[src/sv/spbc_pkg.sv]
// Shared types, constants and the microcode program of the blower flow controller.
package spbc_pkg;

    // Field and state widths.
    localparam int FLOW_W  = 13;
    localparam int PWM_W   = 7;
    localparam int INTEG_W = 14;
    localparam int DUTY_W  = 19;

    // Event kinds carried by an input beat.
    localparam logic [1:0] KIND_TICK  = 2'd0;
    localparam logic [1:0] KIND_START = 2'd1;
    localparam logic [1:0] KIND_STOP  = 2'd2;

    // Register indexes of the configuration port.
    localparam logic [1:0] REG_FLOW_TARGET = 2'd0;
    localparam logic [1:0] REG_FLOW_LOW    = 2'd1;
    localparam logic [1:0] REG_FLOW_HIGH   = 2'd2;

    // Configuration reset values.
    localparam logic [FLOW_W-1:0] FLOW_TARGET_RST = 13'd4096;
    localparam logic [FLOW_W-1:0] FLOW_LOW_RST    = 13'd3277;
    localparam logic [FLOW_W-1:0] FLOW_HIGH_RST   = 13'd4915;

    // Arithmetic constants.
    localparam logic [11:0]        SQRT_SCALE = 12'd2275;
    localparam logic [15:0]        RECIP_10   = 16'd52429;
    localparam logic [15:0]        RECIP_5    = 16'd52429;
    localparam logic [INTEG_W-1:0] INTEG_MAX  = 14'd13107;
    localparam logic [DUTY_W-1:0]  DUTY_BASE  = 19'd114688;
    localparam logic [DUTY_W-1:0]  DUTY_MIN   = 19'd65536;
    localparam logic [DUTY_W-1:0]  DUTY_MAX   = 19'd294912;

    // Micro-operations executed by the datapath.
    typedef logic [3:0] uop_t;
    localparam uop_t OP_NOP      = 4'd0;
    localparam uop_t OP_SQ_LOAD  = 4'd1;
    localparam uop_t OP_SQ_STEP  = 4'd2;
    localparam uop_t OP_FLOW_SET = 4'd3;
    localparam uop_t OP_ERR      = 4'd4;
    localparam uop_t OP_MAG      = 4'd5;
    localparam uop_t OP_INTEG    = 4'd6;
    localparam uop_t OP_DUTY     = 4'd7;
    localparam uop_t OP_SCALE    = 4'd8;
    localparam uop_t OP_DIV5     = 4'd9;
    localparam uop_t OP_START    = 4'd10;
    localparam uop_t OP_STOP     = 4'd11;
    localparam uop_t OP_OUT      = 4'd12;

    // Jump conditions.
    typedef logic [2:0] ucond_t;
    localparam ucond_t COND_NEVER     = 3'd0;
    localparam ucond_t COND_ALWAYS    = 3'd1;
    localparam ucond_t COND_START     = 3'd2;
    localparam ucond_t COND_STOP      = 3'd3;
    localparam ucond_t COND_STOPPED   = 3'd4;
    localparam ucond_t COND_NO_SAMPLE = 3'd5;
    localparam ucond_t COND_NOT_TICK  = 3'd6;
    localparam ucond_t COND_SQ_MORE   = 3'd7;

    // Program addresses.
    typedef logic [3:0] upc_t;
    localparam upc_t ADDR_SQ_STEP = 4'd5;
    localparam upc_t ADDR_PI      = 4'd7;
    localparam upc_t ADDR_START   = 4'd13;
    localparam upc_t ADDR_STOP    = 4'd14;
    localparam upc_t ADDR_OUT     = 4'd15;

    // One control word of the program.
    typedef struct packed {
        uop_t   op;
        ucond_t cond;
        upc_t   target;
    } uword_t;

    // Datapath flags seen by the sequencer.
    typedef struct packed {
        logic [1:0] kind;
        logic       running;
        logic       sample_ok;
        logic       sq_more;
    } dp_status_t;

    // Control from the sequencer to the datapath and output stage.
    typedef struct packed {
        uop_t op;
        logic done;
    } dp_ctrl_t;

    // Microcode program, one word per step.
    function automatic uword_t ucode_rom(input upc_t addr);
        uword_t w;
        unique case (addr)
            4'd0:    w = '{op: OP_NOP,      cond: COND_START,     target: ADDR_START};
            4'd1:    w = '{op: OP_NOP,      cond: COND_STOP,      target: ADDR_STOP};
            4'd2:    w = '{op: OP_NOP,      cond: COND_STOPPED,   target: ADDR_OUT};
            4'd3:    w = '{op: OP_NOP,      cond: COND_NO_SAMPLE, target: ADDR_PI};
            4'd4:    w = '{op: OP_SQ_LOAD,  cond: COND_NEVER,     target: ADDR_OUT};
            4'd5:    w = '{op: OP_SQ_STEP,  cond: COND_SQ_MORE,   target: ADDR_SQ_STEP};
            4'd6:    w = '{op: OP_FLOW_SET, cond: COND_NEVER,     target: ADDR_OUT};
            4'd7:    w = '{op: OP_ERR,      cond: COND_NOT_TICK,  target: ADDR_OUT};
            4'd8:    w = '{op: OP_MAG,      cond: COND_NEVER,     target: ADDR_OUT};
            4'd9:    w = '{op: OP_INTEG,    cond: COND_NEVER,     target: ADDR_OUT};
            4'd10:   w = '{op: OP_DUTY,     cond: COND_NEVER,     target: ADDR_OUT};
            4'd11:   w = '{op: OP_SCALE,    cond: COND_NEVER,     target: ADDR_OUT};
            4'd12:   w = '{op: OP_DIV5,     cond: COND_ALWAYS,    target: ADDR_OUT};
            4'd13:   w = '{op: OP_START,    cond: COND_ALWAYS,    target: ADDR_OUT};
            4'd14:   w = '{op: OP_STOP,     cond: COND_NEVER,     target: ADDR_OUT};
            4'd15:   w = '{op: OP_OUT,      cond: COND_NEVER,     target: ADDR_OUT};
            default: w = '{op: OP_NOP,      cond: COND_NEVER,     target: ADDR_OUT};
        endcase
        return w;
    endfunction

endpackage

[src/sv/sqrt_flow_pi_blower_control_unit.sv]
// Top level of the blower flow controller: handshakes, configuration and output register.

// Each input beat carries an event (control tick, start, stop or measure) and a
// differential-pressure sample, and yields exactly one output beat with the flow
// estimate, PWM compare count, window flag and run state. A microcoded sequencer
// runs one item at a time: a running item with a good sample first takes the
// square root loop, one digit per cycle, and a running tick then takes the PI
// step. in_stall is high while an item is in work; a finished beat waits in
// the output register while the next item is accepted. Configuration writes are
// always taken (cfg_ready is tied high) and index 3 is ignored.
module sqrt_flow_pi_blower_control_unit
    import spbc_pkg::*;
#(
    parameter int PWM_STEPS = 100
)
(
    input  logic               clk,
    input  logic               rst_n,
    input  logic               in_valid,
    output logic               in_stall,
    input  logic [1:0]         kind,
    input  logic signed [15:0] raw_pressure,
    input  logic               sample_valid,
    output logic               out_valid,
    input  logic               out_stall,
    output logic [FLOW_W-1:0]  flow_now,
    output logic [PWM_W-1:0]   pwm_compare,
    output logic               flow_in_window,
    output logic               is_running,
    input  logic               cfg_valid,
    output logic               cfg_ready,
    input  logic [1:0]         cfg_index,
    input  logic [FLOW_W-1:0]  cfg_data
);

    logic               in_fire;
    logic               busy;
    logic               out_blocked;
    dp_status_t         status;
    dp_ctrl_t           ctrl;
    logic [FLOW_W-1:0]  flow_est;
    logic [PWM_W-1:0]   duty_count;
    logic               running;
    logic [FLOW_W-1:0]  flow_shown;

    logic [FLOW_W-1:0]  target_reg, target_next;
    logic [FLOW_W-1:0]  low_reg, low_next;
    logic [FLOW_W-1:0]  high_reg, high_next;
    logic               out_valid_reg, out_valid_next;
    logic [FLOW_W-1:0]  flow_out_reg, flow_out_next;
    logic [PWM_W-1:0]   pwm_out_reg, pwm_out_next;
    logic               win_out_reg, win_out_next;
    logic               run_out_reg, run_out_next;

    assign in_fire     = in_valid && !in_stall;
    assign in_stall    = busy;
    assign cfg_ready   = 1'b1;
    assign out_blocked = out_valid_reg && out_stall;

    spbc_sequencer u_seq (
        .clk         (clk),
        .rst_n       (rst_n),
        .start       (in_fire),
        .out_blocked (out_blocked),
        .status      (status),
        .ctrl        (ctrl),
        .busy        (busy)
    );

    spbc_datapath #(
        .PWM_STEPS (PWM_STEPS)
    ) u_dp (
        .clk          (clk),
        .rst_n        (rst_n),
        .ctrl         (ctrl),
        .load         (in_fire),
        .kind         (kind),
        .raw_pressure (raw_pressure),
        .sample_valid (sample_valid),
        .flow_target  (target_reg),
        .status       (status),
        .flow_est     (flow_est),
        .duty_count   (duty_count),
        .running      (running)
    );

    // Configuration register writes.
    always_comb
    begin
        target_next = target_reg;
        low_next    = low_reg;
        high_next   = high_reg;
        if (cfg_valid && cfg_ready)
        begin
            case (cfg_index)
                REG_FLOW_TARGET: target_next = cfg_data;
                REG_FLOW_LOW:    low_next    = cfg_data;
                REG_FLOW_HIGH:   high_next   = cfg_data;
                default:
                begin
                end
            endcase
        end
    end

    // Output register: loaded by the last program step, freed when the beat is taken.
    assign flow_shown = running ? flow_est : '0;

    always_comb
    begin
        out_valid_next = out_valid_reg;
        flow_out_next  = flow_out_reg;
        pwm_out_next   = pwm_out_reg;
        win_out_next   = win_out_reg;
        run_out_next   = run_out_reg;
        if (ctrl.done)
        begin
            out_valid_next = 1'b1;
            flow_out_next  = flow_shown;
            pwm_out_next   = running ? duty_count : '0;
            win_out_next   = (flow_shown >= low_reg) && (flow_shown <= high_reg);
            run_out_next   = running;
        end
        else if (out_valid_reg && !out_stall)
        begin
            out_valid_next = 1'b0;
        end
    end

    always_ff @(posedge clk or negedge rst_n)
    begin
        if (!rst_n)
        begin
            target_reg    <= FLOW_TARGET_RST;
            low_reg       <= FLOW_LOW_RST;
            high_reg      <= FLOW_HIGH_RST;
            out_valid_reg <= 1'b0;
        end
        else
        begin
            target_reg    <= target_next;
            low_reg       <= low_next;
            high_reg      <= high_next;
            out_valid_reg <= out_valid_next;
        end
    end

    always_ff @(posedge clk)
    begin
        flow_out_reg <= flow_out_next;
        pwm_out_reg  <= pwm_out_next;
        win_out_reg  <= win_out_next;
        run_out_reg  <= run_out_next;
    end

    assign out_valid      = out_valid_reg;
    assign flow_now       = flow_out_reg;
    assign pwm_compare    = pwm_out_reg;
    assign flow_in_window = win_out_reg;
    assign is_running     = run_out_reg;

`ifndef SYNTHESIS
    // An accepted item keeps the input side stalled in the following cycle.
    a_accept_then_busy: assert property (@(posedge clk) disable iff (!rst_n)
        in_fire |=> in_stall)
        else $error("input not stalled after an accepted beat");

    // A stopped blower reports neither flow nor drive.
    a_stopped_zero: assert property (@(posedge clk) disable iff (!rst_n)
        (out_valid && !is_running) |-> (flow_now == '0 && pwm_compare == '0))
        else $error("stopped beat shows nonzero flow or compare");

    // A running blower always has a nonzero drive.
    a_running_drive: assert property (@(posedge clk) disable iff (!rst_n)
        (out_valid && is_running) |-> (pwm_compare != '0))
        else $error("running beat shows zero compare");
`endif

endmodule

[src/sv/spbc_sequencer.sv]
// Microcode sequencer: step counter, program ROM and conditional jumps.
module spbc_sequencer
    import spbc_pkg::*;
(
    input  logic       clk,
    input  logic       rst_n,
    input  logic       start,
    input  logic       out_blocked,
    input  dp_status_t status,
    output dp_ctrl_t   ctrl,
    output logic       busy
);

    logic   busy_reg;
    logic   busy_next;
    upc_t   pc_reg;
    upc_t   pc_next;
    uword_t word;
    logic   jump;
    logic   hold;

    // Fetch the current control word.
    assign word = ucode_rom(pc_reg);

    // Evaluate the jump condition of the current word.
    always_comb
    begin
        unique case (word.cond)
            COND_NEVER:     jump = 1'b0;
            COND_ALWAYS:    jump = 1'b1;
            COND_START:     jump = (status.kind == KIND_START);
            COND_STOP:      jump = (status.kind == KIND_STOP);
            COND_STOPPED:   jump = !status.running;
            COND_NO_SAMPLE: jump = !status.sample_ok;
            COND_NOT_TICK:  jump = (status.kind != KIND_TICK);
            COND_SQ_MORE:   jump = status.sq_more;
            default:        jump = 1'b0;
        endcase
    end

    // The last step waits while the output register still holds an untaken beat.
    assign hold      = (word.op == OP_OUT) && out_blocked;
    assign ctrl.op   = busy_reg ? word.op : OP_NOP;
    assign ctrl.done = busy_reg && (word.op == OP_OUT) && !out_blocked;
    assign busy      = busy_reg;

    // Step counter update.
    always_comb
    begin
        busy_next = busy_reg;
        pc_next   = pc_reg;
        if (start)
        begin
            busy_next = 1'b1;
            pc_next   = '0;
        end
        else if (busy_reg)
        begin
            if (ctrl.done)
            begin
                busy_next = 1'b0;
            end
            else if (!hold)
            begin
                pc_next = jump ? word.target : upc_t'(pc_reg + 1'b1);
            end
        end
    end

    always_ff @(posedge clk or negedge rst_n)
    begin
        if (!rst_n)
        begin
            busy_reg <= 1'b0;
            pc_reg   <= '0;
        end
        else
        begin
            busy_reg <= busy_next;
            pc_reg   <= pc_next;
        end
    end

endmodule

[src/sv/spbc_datapath.sv]
// Datapath: square root, PI arithmetic and controller state, driven by micro-operations.
module spbc_datapath
    import spbc_pkg::*;
#(
    parameter int PWM_STEPS = 100
)
(
    input  logic              clk,
    input  logic              rst_n,
    input  dp_ctrl_t          ctrl,
    input  logic              load,
    input  logic [1:0]        kind,
    input  logic signed [15:0] raw_pressure,
    input  logic              sample_valid,
    input  logic [FLOW_W-1:0] flow_target,
    output dp_status_t        status,
    output logic [FLOW_W-1:0] flow_est,
    output logic [PWM_W-1:0]  duty_count,
    output logic              running
);

    localparam int PS_W  = $clog2(PWM_STEPS + 1);
    localparam int SP_W  = DUTY_W + PS_W;
    localparam int Q_W   = SP_W - 16;
    localparam int D5_W  = Q_W + 16;
    localparam int START_RAW = PWM_STEPS * 2 / 5;
    localparam int START_SAT = (START_RAW > 127) ? 127 : START_RAW;
    localparam logic [PS_W-1:0]  PS_CONST  = PS_W'(PWM_STEPS);
    localparam logic [PWM_W-1:0] START_CNT = PWM_W'(START_SAT);

    // Architectural state.
    logic                running_reg, running_next;
    logic [FLOW_W-1:0]   flow_reg, flow_next;
    logic [INTEG_W-1:0]  integ_reg, integ_next;
    logic [PWM_W-1:0]    duty_reg, duty_next;

    // Working registers.
    logic [1:0]          kind_reg, kind_next;
    logic signed [15:0]  raw_reg, raw_next;
    logic                ok_reg, ok_next;
    logic [27:0]         x_reg, x_next;
    logic [15:0]         rem_reg, rem_next;
    logic [13:0]         root_reg, root_next;
    logic [3:0]          cnt_reg, cnt_next;
    logic signed [13:0]  err_reg, err_next;
    logic [12:0]         mag_reg, mag_next;
    logic [DUTY_W-1:0]   d_reg, d_next;
    logic [Q_W-1:0]      q_reg, q_next;

    // Combinational helpers.
    logic [14:0]         r_clamp;
    logic [26:0]         sq_prod;
    logic [17:0]         rem_sh;
    logic [17:0]         trial;
    logic                sq_ge;
    logic [14:0]         root_inc;
    logic [12:0]         abs_err;
    logic [15:0]         mag_arg;
    logic [31:0]         mag_prod;
    logic signed [15:0]  delta;
    logic signed [15:0]  integ_sum;
    logic signed [19:0]  e20;
    logic signed [19:0]  dsum;
    logic [SP_W-1:0]     scale_prod;
    logic [D5_W-1:0]     div5_prod;
    logic [D5_W-1:0]     div5_q;

    assign status.kind      = kind_reg;
    assign status.running   = running_reg;
    assign status.sample_ok = ok_reg;
    assign status.sq_more   = (cnt_reg != 4'd0);
    assign flow_est   = flow_reg;
    assign duty_count = duty_reg;
    assign running    = running_reg;

    // Arithmetic shared by the micro-operations.
    always_comb
    begin
        // Negative samples count as zero before scaling.
        r_clamp = raw_reg[15] ? 15'd0 : raw_reg[14:0];
        sq_prod = 27'(r_clamp) * 27'(SQRT_SCALE);

        // One digit of the restoring square root.
        rem_sh   = {rem_reg, x_reg[27:26]};
        trial    = {2'b00, root_reg, 2'b01};
        sq_ge    = (rem_sh >= trial);
        root_inc = {1'b0, root_reg} + 15'd1;

        // Integrator increment: round(|4*err| / 10) with the sign of err.
        abs_err  = err_reg[13] ? 13'(-err_reg) : 13'(err_reg);
        mag_arg  = {1'b0, abs_err, 2'b00} + 16'd5;
        mag_prod = 32'(mag_arg) * 32'(RECIP_10);
        delta    = err_reg[13] ? -$signed({3'b000, mag_reg}) : $signed({3'b000, mag_reg});
        integ_sum = $signed({2'b00, integ_reg}) + delta;

        // Duty in tenths of Q15: base + 12*err + 3*integrator.
        e20  = {{6{err_reg[13]}}, err_reg};
        dsum = $signed({1'b0, DUTY_BASE}) + (e20 <<< 3) + (e20 <<< 2)
             + $signed({6'd0, integ_reg}) + $signed({5'd0, integ_reg, 1'b0});

        // Compare count: d * PWM_STEPS / 65536, then / 5.
        scale_prod = SP_W'(d_reg) * SP_W'(PS_CONST);
        div5_prod  = D5_W'(q_reg) * D5_W'(RECIP_5);
        div5_q     = div5_prod >> 18;
    end

    // Micro-operation decode.
    always_comb
    begin
        running_next = running_reg;
        flow_next    = flow_reg;
        integ_next   = integ_reg;
        duty_next    = duty_reg;
        kind_next    = kind_reg;
        raw_next     = raw_reg;
        ok_next      = ok_reg;
        x_next       = x_reg;
        rem_next     = rem_reg;
        root_next    = root_reg;
        cnt_next     = cnt_reg;
        err_next     = err_reg;
        mag_next     = mag_reg;
        d_next       = d_reg;
        q_next       = q_reg;

        if (load)
        begin
            kind_next = kind;
            raw_next  = raw_pressure;
            ok_next   = sample_valid;
        end

        unique case (ctrl.op)
            OP_SQ_LOAD:
            begin
                x_next    = {1'b0, sq_prod};
                rem_next  = '0;
                root_next = '0;
                cnt_next  = 4'd13;
            end
            OP_SQ_STEP:
            begin
                x_next    = {x_reg[25:0], 2'b00};
                rem_next  = sq_ge ? 16'(rem_sh - trial) : 16'(rem_sh);
                root_next = {root_reg[12:0], sq_ge};
                cnt_next  = cnt_reg - 4'd1;
            end
            OP_FLOW_SET:
            begin
                flow_next = root_inc[13:1];
            end
            OP_ERR:
            begin
                err_next = $signed({1'b0, flow_target}) - $signed({1'b0, flow_reg});
            end
            OP_MAG:
            begin
                mag_next = mag_prod[31:19];
            end
            OP_INTEG:
            begin
                if (integ_sum < 16'sd0)
                begin
                    integ_next = '0;
                end
                else if (integ_sum > $signed({2'b00, INTEG_MAX}))
                begin
                    integ_next = INTEG_MAX;
                end
                else
                begin
                    integ_next = integ_sum[INTEG_W-1:0];
                end
            end
            OP_DUTY:
            begin
                if (dsum < $signed({1'b0, DUTY_MIN}))
                begin
                    d_next = DUTY_MIN;
                end
                else if (dsum > $signed({1'b0, DUTY_MAX}))
                begin
                    d_next = DUTY_MAX;
                end
                else
                begin
                    d_next = dsum[DUTY_W-1:0];
                end
            end
            OP_SCALE:
            begin
                q_next = scale_prod[SP_W-1:16];
            end
            OP_DIV5:
            begin
                if (div5_q > D5_W'(127))
                begin
                    duty_next = {PWM_W{1'b1}};
                end
                else
                begin
                    duty_next = div5_q[PWM_W-1:0];
                end
            end
            OP_START:
            begin
                running_next = 1'b1;
                integ_next   = '0;
                duty_next    = START_CNT;
            end
            OP_STOP:
            begin
                running_next = 1'b0;
                duty_next    = '0;
                flow_next    = '0;
            end
            default:
            begin
            end
        endcase
    end

    // Controller state, cleared by reset.
    always_ff @(posedge clk or negedge rst_n)
    begin
        if (!rst_n)
        begin
            running_reg <= 1'b0;
            flow_reg    <= '0;
            integ_reg   <= '0;
            duty_reg    <= '0;
        end
        else
        begin
            running_reg <= running_next;
            flow_reg    <= flow_next;
            integ_reg   <= integ_next;
            duty_reg    <= duty_next;
        end
    end

    // Working registers, loaded before use.
    always_ff @(posedge clk)
    begin
        kind_reg <= kind_next;
        raw_reg  <= raw_next;
        ok_reg   <= ok_next;
        x_reg    <= x_next;
        rem_reg  <= rem_next;
        root_reg <= root_next;
        cnt_reg  <= cnt_next;
        err_reg  <= err_next;
        mag_reg  <= mag_next;
        d_reg    <= d_next;
        q_reg    <= q_next;
    end

endmodule

[config.mk]
export PLATFORM = sky130hd
export DESIGN_NAME = sqrt_flow_pi_blower_control_unit
export DESIGN_NICKNAME = d
export VERILOG_FILES = /design/src/sv/spbc_pkg.sv /design/src/sv/sqrt_flow_pi_blower_control_unit.sv /design/src/sv/spbc_sequencer.sv /design/src/sv/spbc_datapath.sv
export SDC_FILE = /design/constraint.sdc
export NUM_CORES = 1
export LEC_CHECK = 0
export BUFFER_PORTS_ARGS = -buffer_cell sky130_fd_sc_hd__buf_2
export CAP_MARGIN = 20
export CORE_UTILIZATION = 25
export DETAILED_ROUTE_END_ITERATION = 16
export SLEW_MARGIN = 10
export SYNTH_ARGS = -nofsm -noshare
export SYNTH_HDL_FRONTEND = slang
export SYNTH_HIERARCHICAL = 1
export SYNTH_SLANG_ARGS = --single-unit
[constraint.sdc]
create_clock -name clk -period 11.15 [get_ports clk]
set_input_delay 1.115 -clock clk [delete_from_list [all_inputs] [get_ports clk]]
set_output_delay 1.115 -clock clk [all_outputs]
set_load 0.01 [all_outputs]
==> results of run 1 <==
-- cell families (layout without fill, tap and decap cells) --
kind of cell,after synthesis,count (layout)
other,1,2
adders and majority gates,613,613
AOI/OAI and AO/OA,419,419
xor gates and xnor gates,151,151
DFF,239,239
and+or+nand+nor,564,564
muxes,57,57
buffers and inverters,508,585
-- cells in the mapped netlist, drive strengths merged, types with 8 or more instances --
library cell and count:
and2 29, a211oi 17, ha 430, a21o 42, o21a 21, nor2b 38, buf 20, o31ai 16
dfrtp 65, edfxtp 159, inv 460, xnor2 96, dfstp 15, nor2 138, o21ai 104, fa 181
nor3 47, nand3b 8, nor4 10, xor2 55, nand3 38, or2 11, and3 14, o211ai 15
a31oi 13, mux2i 17, clkbuf 28, or3 20, nand2 146, mux2 40, o41ai 9, and3b 8
nand2b 25, nand4 14, a21oi 103
-- metal layers --
layer	vias to the layer above	part of all wire [%]
met1	8368	49
met5	-	0.024
met3	56	3.2
li1	8832	-
met4	2	1.8
met2	199	46
-- stage by stage --
step | setup WS (ns) | hold slack [ns] | cells | cell area, um2
after global placement | 2.774 | 0.4696 | 3935 | 27360
after floorplan | 3.798 | 0.4581 | 2552 | 25470
final | 2.620 | 0.3552 | 3987 | 28240
after detailed placement | 2.650 | 0.4773 | 3935 | 27360
after global routing | 2.010 | 0.3162 | 3986 | 28240
after CTS | 2.564 | 0.3118 | 3983 | 28220
-- worst max path at each step --
stage	from	endpoint	slack [ns]	cells past startpoint
finish	u_dp/err_reg[0]	u_dp/mag_reg[12]	2.62	26
global placement	u_dp/err_reg[0]	u_dp/mag_reg[12]	2.77	26
global route	u_dp/err_reg[0]	u_dp/mag_reg[12]	2.01	26
floorplan	u_dp/err_reg[0]	u_dp/mag_reg[12]	3.80	27
detailed placement	u_dp/err_reg[0]	u_dp/mag_reg[12]	2.65	26
CTS	u_dp/err_reg[0]	u_dp/mag_reg[12]	2.56	26
-- cell type report --
type / count / area, um2
Inverter: 460 / 1727
Timing Repair Buffer: 77 / 425.4
Clock inverter: 10 / 88.84
Sequential cell: 239 / 6795
Fill cell: 10556 / 72340
Clock buffer: 38 / 767.0
Antenna cell: 1 / 2.502
Multi-Input combinational cell: 1805 / 16740
Tap cell: 1357 / 1698
==> results by group, run 1 <==
Floorplanning
  – Die Y: approximately 320 um
  – Core outline area: between 100000 and 150000 um2
  – Io pins: 64
  – Die extent in x: roughly 320 um
  – Initial Util: between 20 and 30%
  – Row Count: about 120
  – Total Die Area: around 100000 um2

Worst hold path
  – Worst min-delay path category: primary input to async pin

Logic synthesis
  – Portion of synthesized cell area occupied by the leading cell type: between 20% and 30%
  – Count of flip-flops with a built-in enable after synthesis: 159
  – Share of the synthesized netlist area taken by xor and xnor gates: 5.383%
  – Yosys Warn Count: 6
  – Async S/R FF share, synth: 33.47%
  – Main combinational cell family by area after synthesis: adder cells
  – Post-synthesis instance total: between 2000 and 3000
  – Total standard cell area after synthesis: approximately 25000 um2
  – Simple logic cell fraction of the synthesized area: between 10% and 20%
  – Fraction of the mapped netlist area in adder cells: 35.43%
  – Multiplexer fraction of the synthesized cell area: between 2 and 2.5%
  – Distinct cell type count after synthesis: about 110
  – Nets in the synthesized netlist: 3202
  – Synth Flop Type: sky130_fd_sc_hd__edfxtp_1
  – Syn avg cell area: around 10 um2
  – Biggest area contributors in the synthesized netlist: sky130_fd_sc_hd__ha_1 21%, sky130_fd_sc_hd__edfxtp_1 19%, sky130_fd_sc_hd__fa_1 14%, sky130_fd_sc_hd__inv_1 6.7%, sky130_fd_sc_hd__dfrtp_1 6.4%
  – Synthesized-area fraction occupied by ao, oa, aoi and oai cells: 11.11%
  – Sequential area share after synthesis: between 20% and 30%
  – Cell type contributing the most total cell area after synthesis: sky130_fd_sc_hd__ha_1
  – Total of flip-flops plus latches after synthesis: approximately 240

Clock tree
  – Number of gates resized after CTS: 0
  – Worst skew pair latency: 0.57 ns
  – Clock-pin slew on the worst setup and hold paths: approximately 0.060 ns
  – Sink Count: 239
  – CTS HTree Levels: 1
  – Max clock buf depth: 3
  – Master cell of the clock root buffer: sky130_fd_sc_hd__clkbuf_16
  – Total of hold buffers inserted after clock tree synthesis: 0
  – Number of buffers created by CTS: 26
  – Setup bufs post-CTS: 0
  – TritonCTS clock tree: yes

Timing
  – Setup repair after global routing missed its margin: no
  – Worst slew slack as a fraction of its limit: between 30 and 40%
  – Transition time at the pin with the least slew margin: approximately 1 ns
  – Minimum clock period after layout: between 8 and 9 ns
  – Portion of the clock cycle consumed by the worst path in the final layout: between 70% and 80%
  – Total Negative Setup Slacks: 0 ns
  – Setup violators final: 0
  – Max-slew violation count: 0
  – Hold violation count in the final report: 0
  – Peak Freq: about 0.12 GHz
  – Worst clock skew on the final layout: 0.01681 ns

Setup path
  – Critical Path AT: 8.86 ns
  – Family with the most delay on the worst path: adder cells
  – Critical Path Max Stage Delay: 0.61 ns
  – Critical path peak fanout: 11
  – Critical setup path kind: flop to flop
  – Worst Path Buf+Inv: 1
  – Startpoint type of the worst setup path: flop
  – CP required: 11.48 ns
  – Slowest stage cell on the critical path: sky130_fd_sc_hd__edfxtp_1
  – R2r worst-path depth: 26
  – Crit-path most repeated cell: sky130_fd_sc_hd__fa_1
  – CP Capture Type: flop
  – Register-to-register setup slack: roughly 2.6 ns
  – End of the worst register-to-register path: u_dp/mag_reg[12]
  – Source of the worst register-to-register timing path: u_dp/err_reg[0]

GRT
  – Grt met1 use: between 10 and 15%
  – Vias in the first global route: 18002
  – GRT Overall Usage: a little over a tenth
  – Congestion Overflow GR: 0
  – First-pass GRT wire length: a little over 90 mm
  – Pin count of the biggest net entering global routing: 76
  – Antenna violations before repair: 2
  – Met2 Usage GRT: 18.28%
  – GR met3 Demand/Resource: between 1 and 1.5%
  – Gr busiest metal: met2

Job
  – Max-cap violations: 0

Finish
  – Flip-flop count of the largest register after layout: 28
  – Commonest cells after routing, fill and taps aside: 457 x sky130_fd_sc_hd__inv_1, 430 x sky130_fd_sc_hd__ha_1, 181 x sky130_fd_sc_hd__fa_1
  – Final-stage net count: approximately 3300
  – Most common cell after layout, fill and taps aside: sky130_fd_sc_hd__inv_1
  – Final core utilization: between 20% and 30%
  – Ratio of cells with drive above 1 in the final layout: under 10%
  – P&R area growth vs syn: 10.86%

Drt
  – Total number of vias: 17457
  – Number of detailed-route iterations in the first pass: 5
  – Average wire length per cell after detail routing: around 14 um
  – Final WL: 54.59 mm
  – Average vias per placed instance: ~4.4
  – Remaining antenna violation count: 0
  – Number of design-rule violations left by the first detailed-router iteration: between 900 and 1000
  – Remaining routing DRC violations: 0

Placed design
  – RePlAce Congestion: approximately 0.9
  – Detail Placement HPWL: ~45 mm
  – IO buf count: 62

Run status
  – Run status: complete, no violations
Power of run 1 is not shown: default switching activity piles up to over one toggle a cycle in this logic, so the estimate is an artifact.
==> run 2: changes to the inputs <==
--- a/config.mk
+++ b/config.mk
@@ -5,6 +5,7 @@
 export SDC_FILE = /design/constraint.sdc
 export NUM_CORES = 1
 export LEC_CHECK = 0
+export ABC_AREA = 1
 export BUFFER_PORTS_ARGS = -buffer_cell sky130_fd_sc_hd__buf_2
 export CAP_MARGIN = 20
 export CORE_UTILIZATION = 25
==> constraint.sdc (replaced) <==
create_clock -name clk -period 8.1 [get_ports clk]
set_input_delay 0.81 -clock clk [delete_from_list [all_inputs] [get_ports clk]]
set_output_delay 0.81 -clock clk [all_outputs]
set_load 0.01 [all_outputs]
==> run 2 against run 1 <==
Against the previous run: worst hold slack gained 0.017 ns; register-to-register slack got worse by 1.8 ns; first-iteration DRC count rose by 9.9%; utilization grew 0.26 points; critical path type unchanged; via count increased by 15%; global-route usage increased by 0.66 points; final cell count is 16% higher; sequential cell count did not move; die area rose by 3.6%; critical endpoint is now u_dp/mag_reg[11]; clock skew increased by 0.0048 ns.
==> results by group, run 2 <==
Run status
  – Run status: complete, no violations

Finish
  – Final cell count without fillers: 4623 (+16%)
  – Commonest cells after routing, fill and taps aside: 650 x sky130_fd_sc_hd__inv_1, 579 x sky130_fd_sc_hd__nand2_1, 430 x sky130_fd_sc_hd__ha_1
  – Final-stage net count: 3869 (+19%)
  – Most common cell after layout, fill and taps aside: sky130_fd_sc_hd__inv_1
  – Final core utilization: 28.33% (+0.26 points)
  – P&R area growth vs syn: 11.77%
  – Antenna fix cells: 0 (-1)
  – Finished layout cell area: 29490 um2 (+4.4%)
  – Flip-flop count of the largest register after layout: 28 (unchanged)
  – Area of the multi-input gates: 16930 um2 (+1.2%)
  – Sequential cell area: 6795 um2 (unchanged)
  – Filler cell count in the final layout: 11111 (+5.3%)
  – Ratio of cells with drive above 1 in the final layout: 7.154% (-1.7 points)

Timing
  – Minimum clock period after layout: 7.307 ns (-1.224 ns)
  – Setup violators final: 0 (unchanged)
  – Worst slew slack as a fraction of its limit: 36.02% (+2.4 points)
  – Peak Freq: 0.1369 GHz (+17%)
  – Portion of the clock cycle consumed by the worst path in the final layout: 90.20% (+14 points)
  – Total Negative Setup Slacks: 0 ns (unchanged)
  – Max-slew violation count: 0 (unchanged)
  – Hold violation count in the final report: 0 (unchanged)
  – Transition time at the pin with the least slew margin: 0.9587 ns (-0.03639 ns)
  – Setup repair after global routing missed its margin: no
  – Worst clock skew on the final layout: 0.02160 ns (+0.004791 ns)

Drt
  – Number of design-rule violations left by the first detailed-router iteration: 1034 (+9.9%)
  – Average wire length per cell after detail routing: 13.06 um (-4.6%)
  – Number of detailed-route iterations in the first pass: 5 (unchanged)
  – Remaining antenna violation count: 0 (unchanged)
  – Remaining routing DRC violations: 0 (unchanged)
  – Average vias per placed instance: 4.347 (-0.71%)
  – Total number of vias: 20098 (+15%)
  – Final WL: 60.38 mm (+11%)

Logic synthesis
  – Post-synthesis instance total: 3144 (+23%)
  – Simple logic cell fraction of the synthesized area: 17.38% (+6.2 points)
  – Main combinational cell family by area after synthesis: adder cells
  – Cell with the most instances after synthesis: sky130_fd_sc_hd__inv_1
  – Distinct cell type count after synthesis: 58 (-46%)
  – Cell type contributing the most total cell area after synthesis: sky130_fd_sc_hd__ha_1
  – Syn avg cell area: 8.392 um2 (-16%)
  – Yosys Warn Count: 6 (unchanged)
  – Total of flip-flops plus latches after synthesis: 239 (unchanged)
  – Async S/R FF share, synth: 33.47% (unchanged)
  – Fraction of the mapped netlist area in adder cells: 34.12% (-1.3 points)
  – Total standard cell area after synthesis: 26390 um2 (+3.6%)
  – Count of flip-flops with a built-in enable after synthesis: 159 (unchanged)
  – Multiplexer fraction of the synthesized cell area: 0% (-2.5 points)
  – Sequential area share after synthesis: 25.75% (-0.92 points)
  – Share of the synthesized netlist area taken by xor and xnor gates: 3.746% (-1.6 points)
  – Biggest area contributors in the synthesized netlist: sky130_fd_sc_hd__ha_1 20%, sky130_fd_sc_hd__edfxtp_1 18%, sky130_fd_sc_hd__fa_1 14%, sky130_fd_sc_hd__inv_1 9.2%, sky130_fd_sc_hd__nand2_1 8.2%
  – Most frequent cells after synthesis: 650 x sky130_fd_sc_hd__inv_1, 579 x sky130_fd_sc_hd__nand2_1, 430 x sky130_fd_sc_hd__ha_1
  – Nets in the synthesized netlist: 3794 (+18%)
  – Synth Flop Type: sky130_fd_sc_hd__edfxtp_1
  – Synthesized-area fraction occupied by ao, oa, aoi and oai cells: 8.796% (-2.3 points)
  – Portion of synthesized cell area occupied by the leading cell type: 20.39% (-0.73 points)

Job
  – Max-cap violations: 0 (unchanged)

Floorplanning
  – Core outline area: 104100 um2 (+3.5%)
  – Die Y: 326.9 um (+1.8%)
  – Die extent in x: 326.9 um (+1.8%)
  – Initial Util: 25.35% (about the same)
  – Total Die Area: 106800 um2 (+3.6%)
  – Row Count: 118 (+1.7%)
  – Io pins: 64 (unchanged)

GRT
  – Vias in the first global route: 19922 (+11%)
  – Grt met1 use: 15.93% (+1.4 points)
  – Gr busiest metal: met2
  – Pin count of the biggest net entering global routing: 75 (-1.3%)
  – First-pass GRT wire length: 101.0 mm (+10%)
  – GR met3 Demand/Resource: 1.214% (-0.26 points)
  – Met2 Usage GRT: 18.72% (+0.44 points)
  – Congestion Overflow GR: 0 (unchanged)
  – Antenna violations before repair: 2 (unchanged)
  – GRT Overall Usage: 11.45% (+0.66 points)

Clock tree
  – TritonCTS clock tree: yes
  – Worst skew pair latency: 0.62 ns (+0.05 ns)
  – Sink Count: 239 (unchanged)
  – CTS HTree Levels: 1 (unchanged)
  – Number of buffers created by CTS: 31 (+19%)
  – Clock-pin slew on the worst setup and hold paths: 0.06 ns (about the same)
  – Number of gates resized after CTS: 0 (unchanged)
  – Master cell of the clock root buffer: sky130_fd_sc_hd__clkbuf_16
  – Max clock buf depth: 3 (unchanged)

Setup path
  – Critical setup path kind: flop to flop
  – End of the worst register-to-register path: u_dp/mag_reg[11]
  – Startpoint type of the worst setup path: flop
  – CP required: 8.44 ns (-3.04 ns)
  – Register-to-register setup slack: 0.79 ns (-1.83 ns)
  – Critical Path Max Stage Delay: 0.56 ns (-0.05 ns)
  – Crit-path most repeated cell: sky130_fd_sc_hd__ha_1
  – Critical path peak fanout: 5 (-6)
  – Source of the worst register-to-register timing path: u_dp/err_reg[1]
  – Worst Path Buf+Inv: 5 (+4)
  – Family with the most delay on the worst path: adder cells
  – R2r worst-path depth: 28 (+7.7%)
  – CP Capture Type: flop
  – Critical Path AT: 7.65 ns (-1.21 ns)
  – Slowest stage cell on the critical path: sky130_fd_sc_hd__xnor2_1

Placed design
  – RePlAce Congestion: 0.9054 (+1.6%)
  – Post-detailed-placement cell area: 28350 um2 (+3.6%)
  – Count of placed standard cells including taps: 4563 (+16%)
  – IO buf count: 62 (unchanged)
  – Detail Placement HPWL: 50.53 mm (+13%)

Worst hold path
  – Worst Hold Endpoint: u_dp/raw_reg[10]
  – HP Start: raw_pressure[10]
  – Cell count of the worst hold path: 1
  – Worst min-delay path category: primary input to flop
[run 2: area by class of cell]
type	instances	area share [%]
well taps	1380	5.855
clock inverters	22	1.014
flip-flops and latches	239	23.04
inverters	668	8.502
repair buffers	75	1.468
multi-input cells	2204	57.41
clock buffers	35	2.715
[run 2: worst reg2reg max path: cells and delay by family, from the launching register on]
kind | cells | cell delay (ns)
XOR/XNOR | 2 | 0.65
AO/OA/AOI/OAI | 3 | 0.46
flip-flops | 1 | 0.41
AND/OR/NAND/NOR | 9 | 1.46
buffers and inverters | 5 | 0.53
adder cells (fa/ha/maj) | 9 | 3.55
[run 2: how the worst max path moves through the flow]
stage / end / cells past startpoint / start / slack, ns
global route: u_dp/mag_reg[11] / 22 / u_dp/err_reg[1] / 0.23
floorplan: u_dp/mag_reg[10] / 24 / u_dp/err_reg[0] / 1.49
finish: u_dp/mag_reg[11] / 28 / u_dp/err_reg[1] / 0.79
CTS: u_dp/mag_reg[11] / 28 / u_dp/err_reg[1] / 0.82
global placement: u_dp/mag_reg[10] / 24 / u_dp/err_reg[1] / 1.04
detailed placement: u_dp/mag_reg[11] / 28 / u_dp/err_reg[1] / 0.89
[run 2: metal layers]
layer | wire [um] | up-vias
met2 | 27160 | 306
li1 | - | 10289
met4 | 1690 | 0
met1 | 29370 | 9425
met5 | 0 | -
met3 | 2156 | 78
[run 2: cells by family after synthesis]
family          after synthesis
xor+xnor                    109
simple gates               1065
fa+ha+maj                   611
compound gates              418
buf+inv                     701
other cells                   1
flops                       239
[run 2: stage by stage]
| step | hold WS, ns | setup slack (ns) |
|---|---|---|
| floorplan | 0.4468 | 1.493 |
| global placement | 0.4667 | 1.037 |
| detailed placement | 0.4692 | 0.8857 |
| CTS | 0.3348 | 0.8205 |
| global route | 0.3528 | 0.2324 |
| finish | 0.3724 | 0.7934 |
[run 2: repair_timing]
action,CTS,global route
hold buffers,1,0
setup buffers,0,0
endpoints found under the hold margin,6,0
Power of run 2 is left out for the same reason.
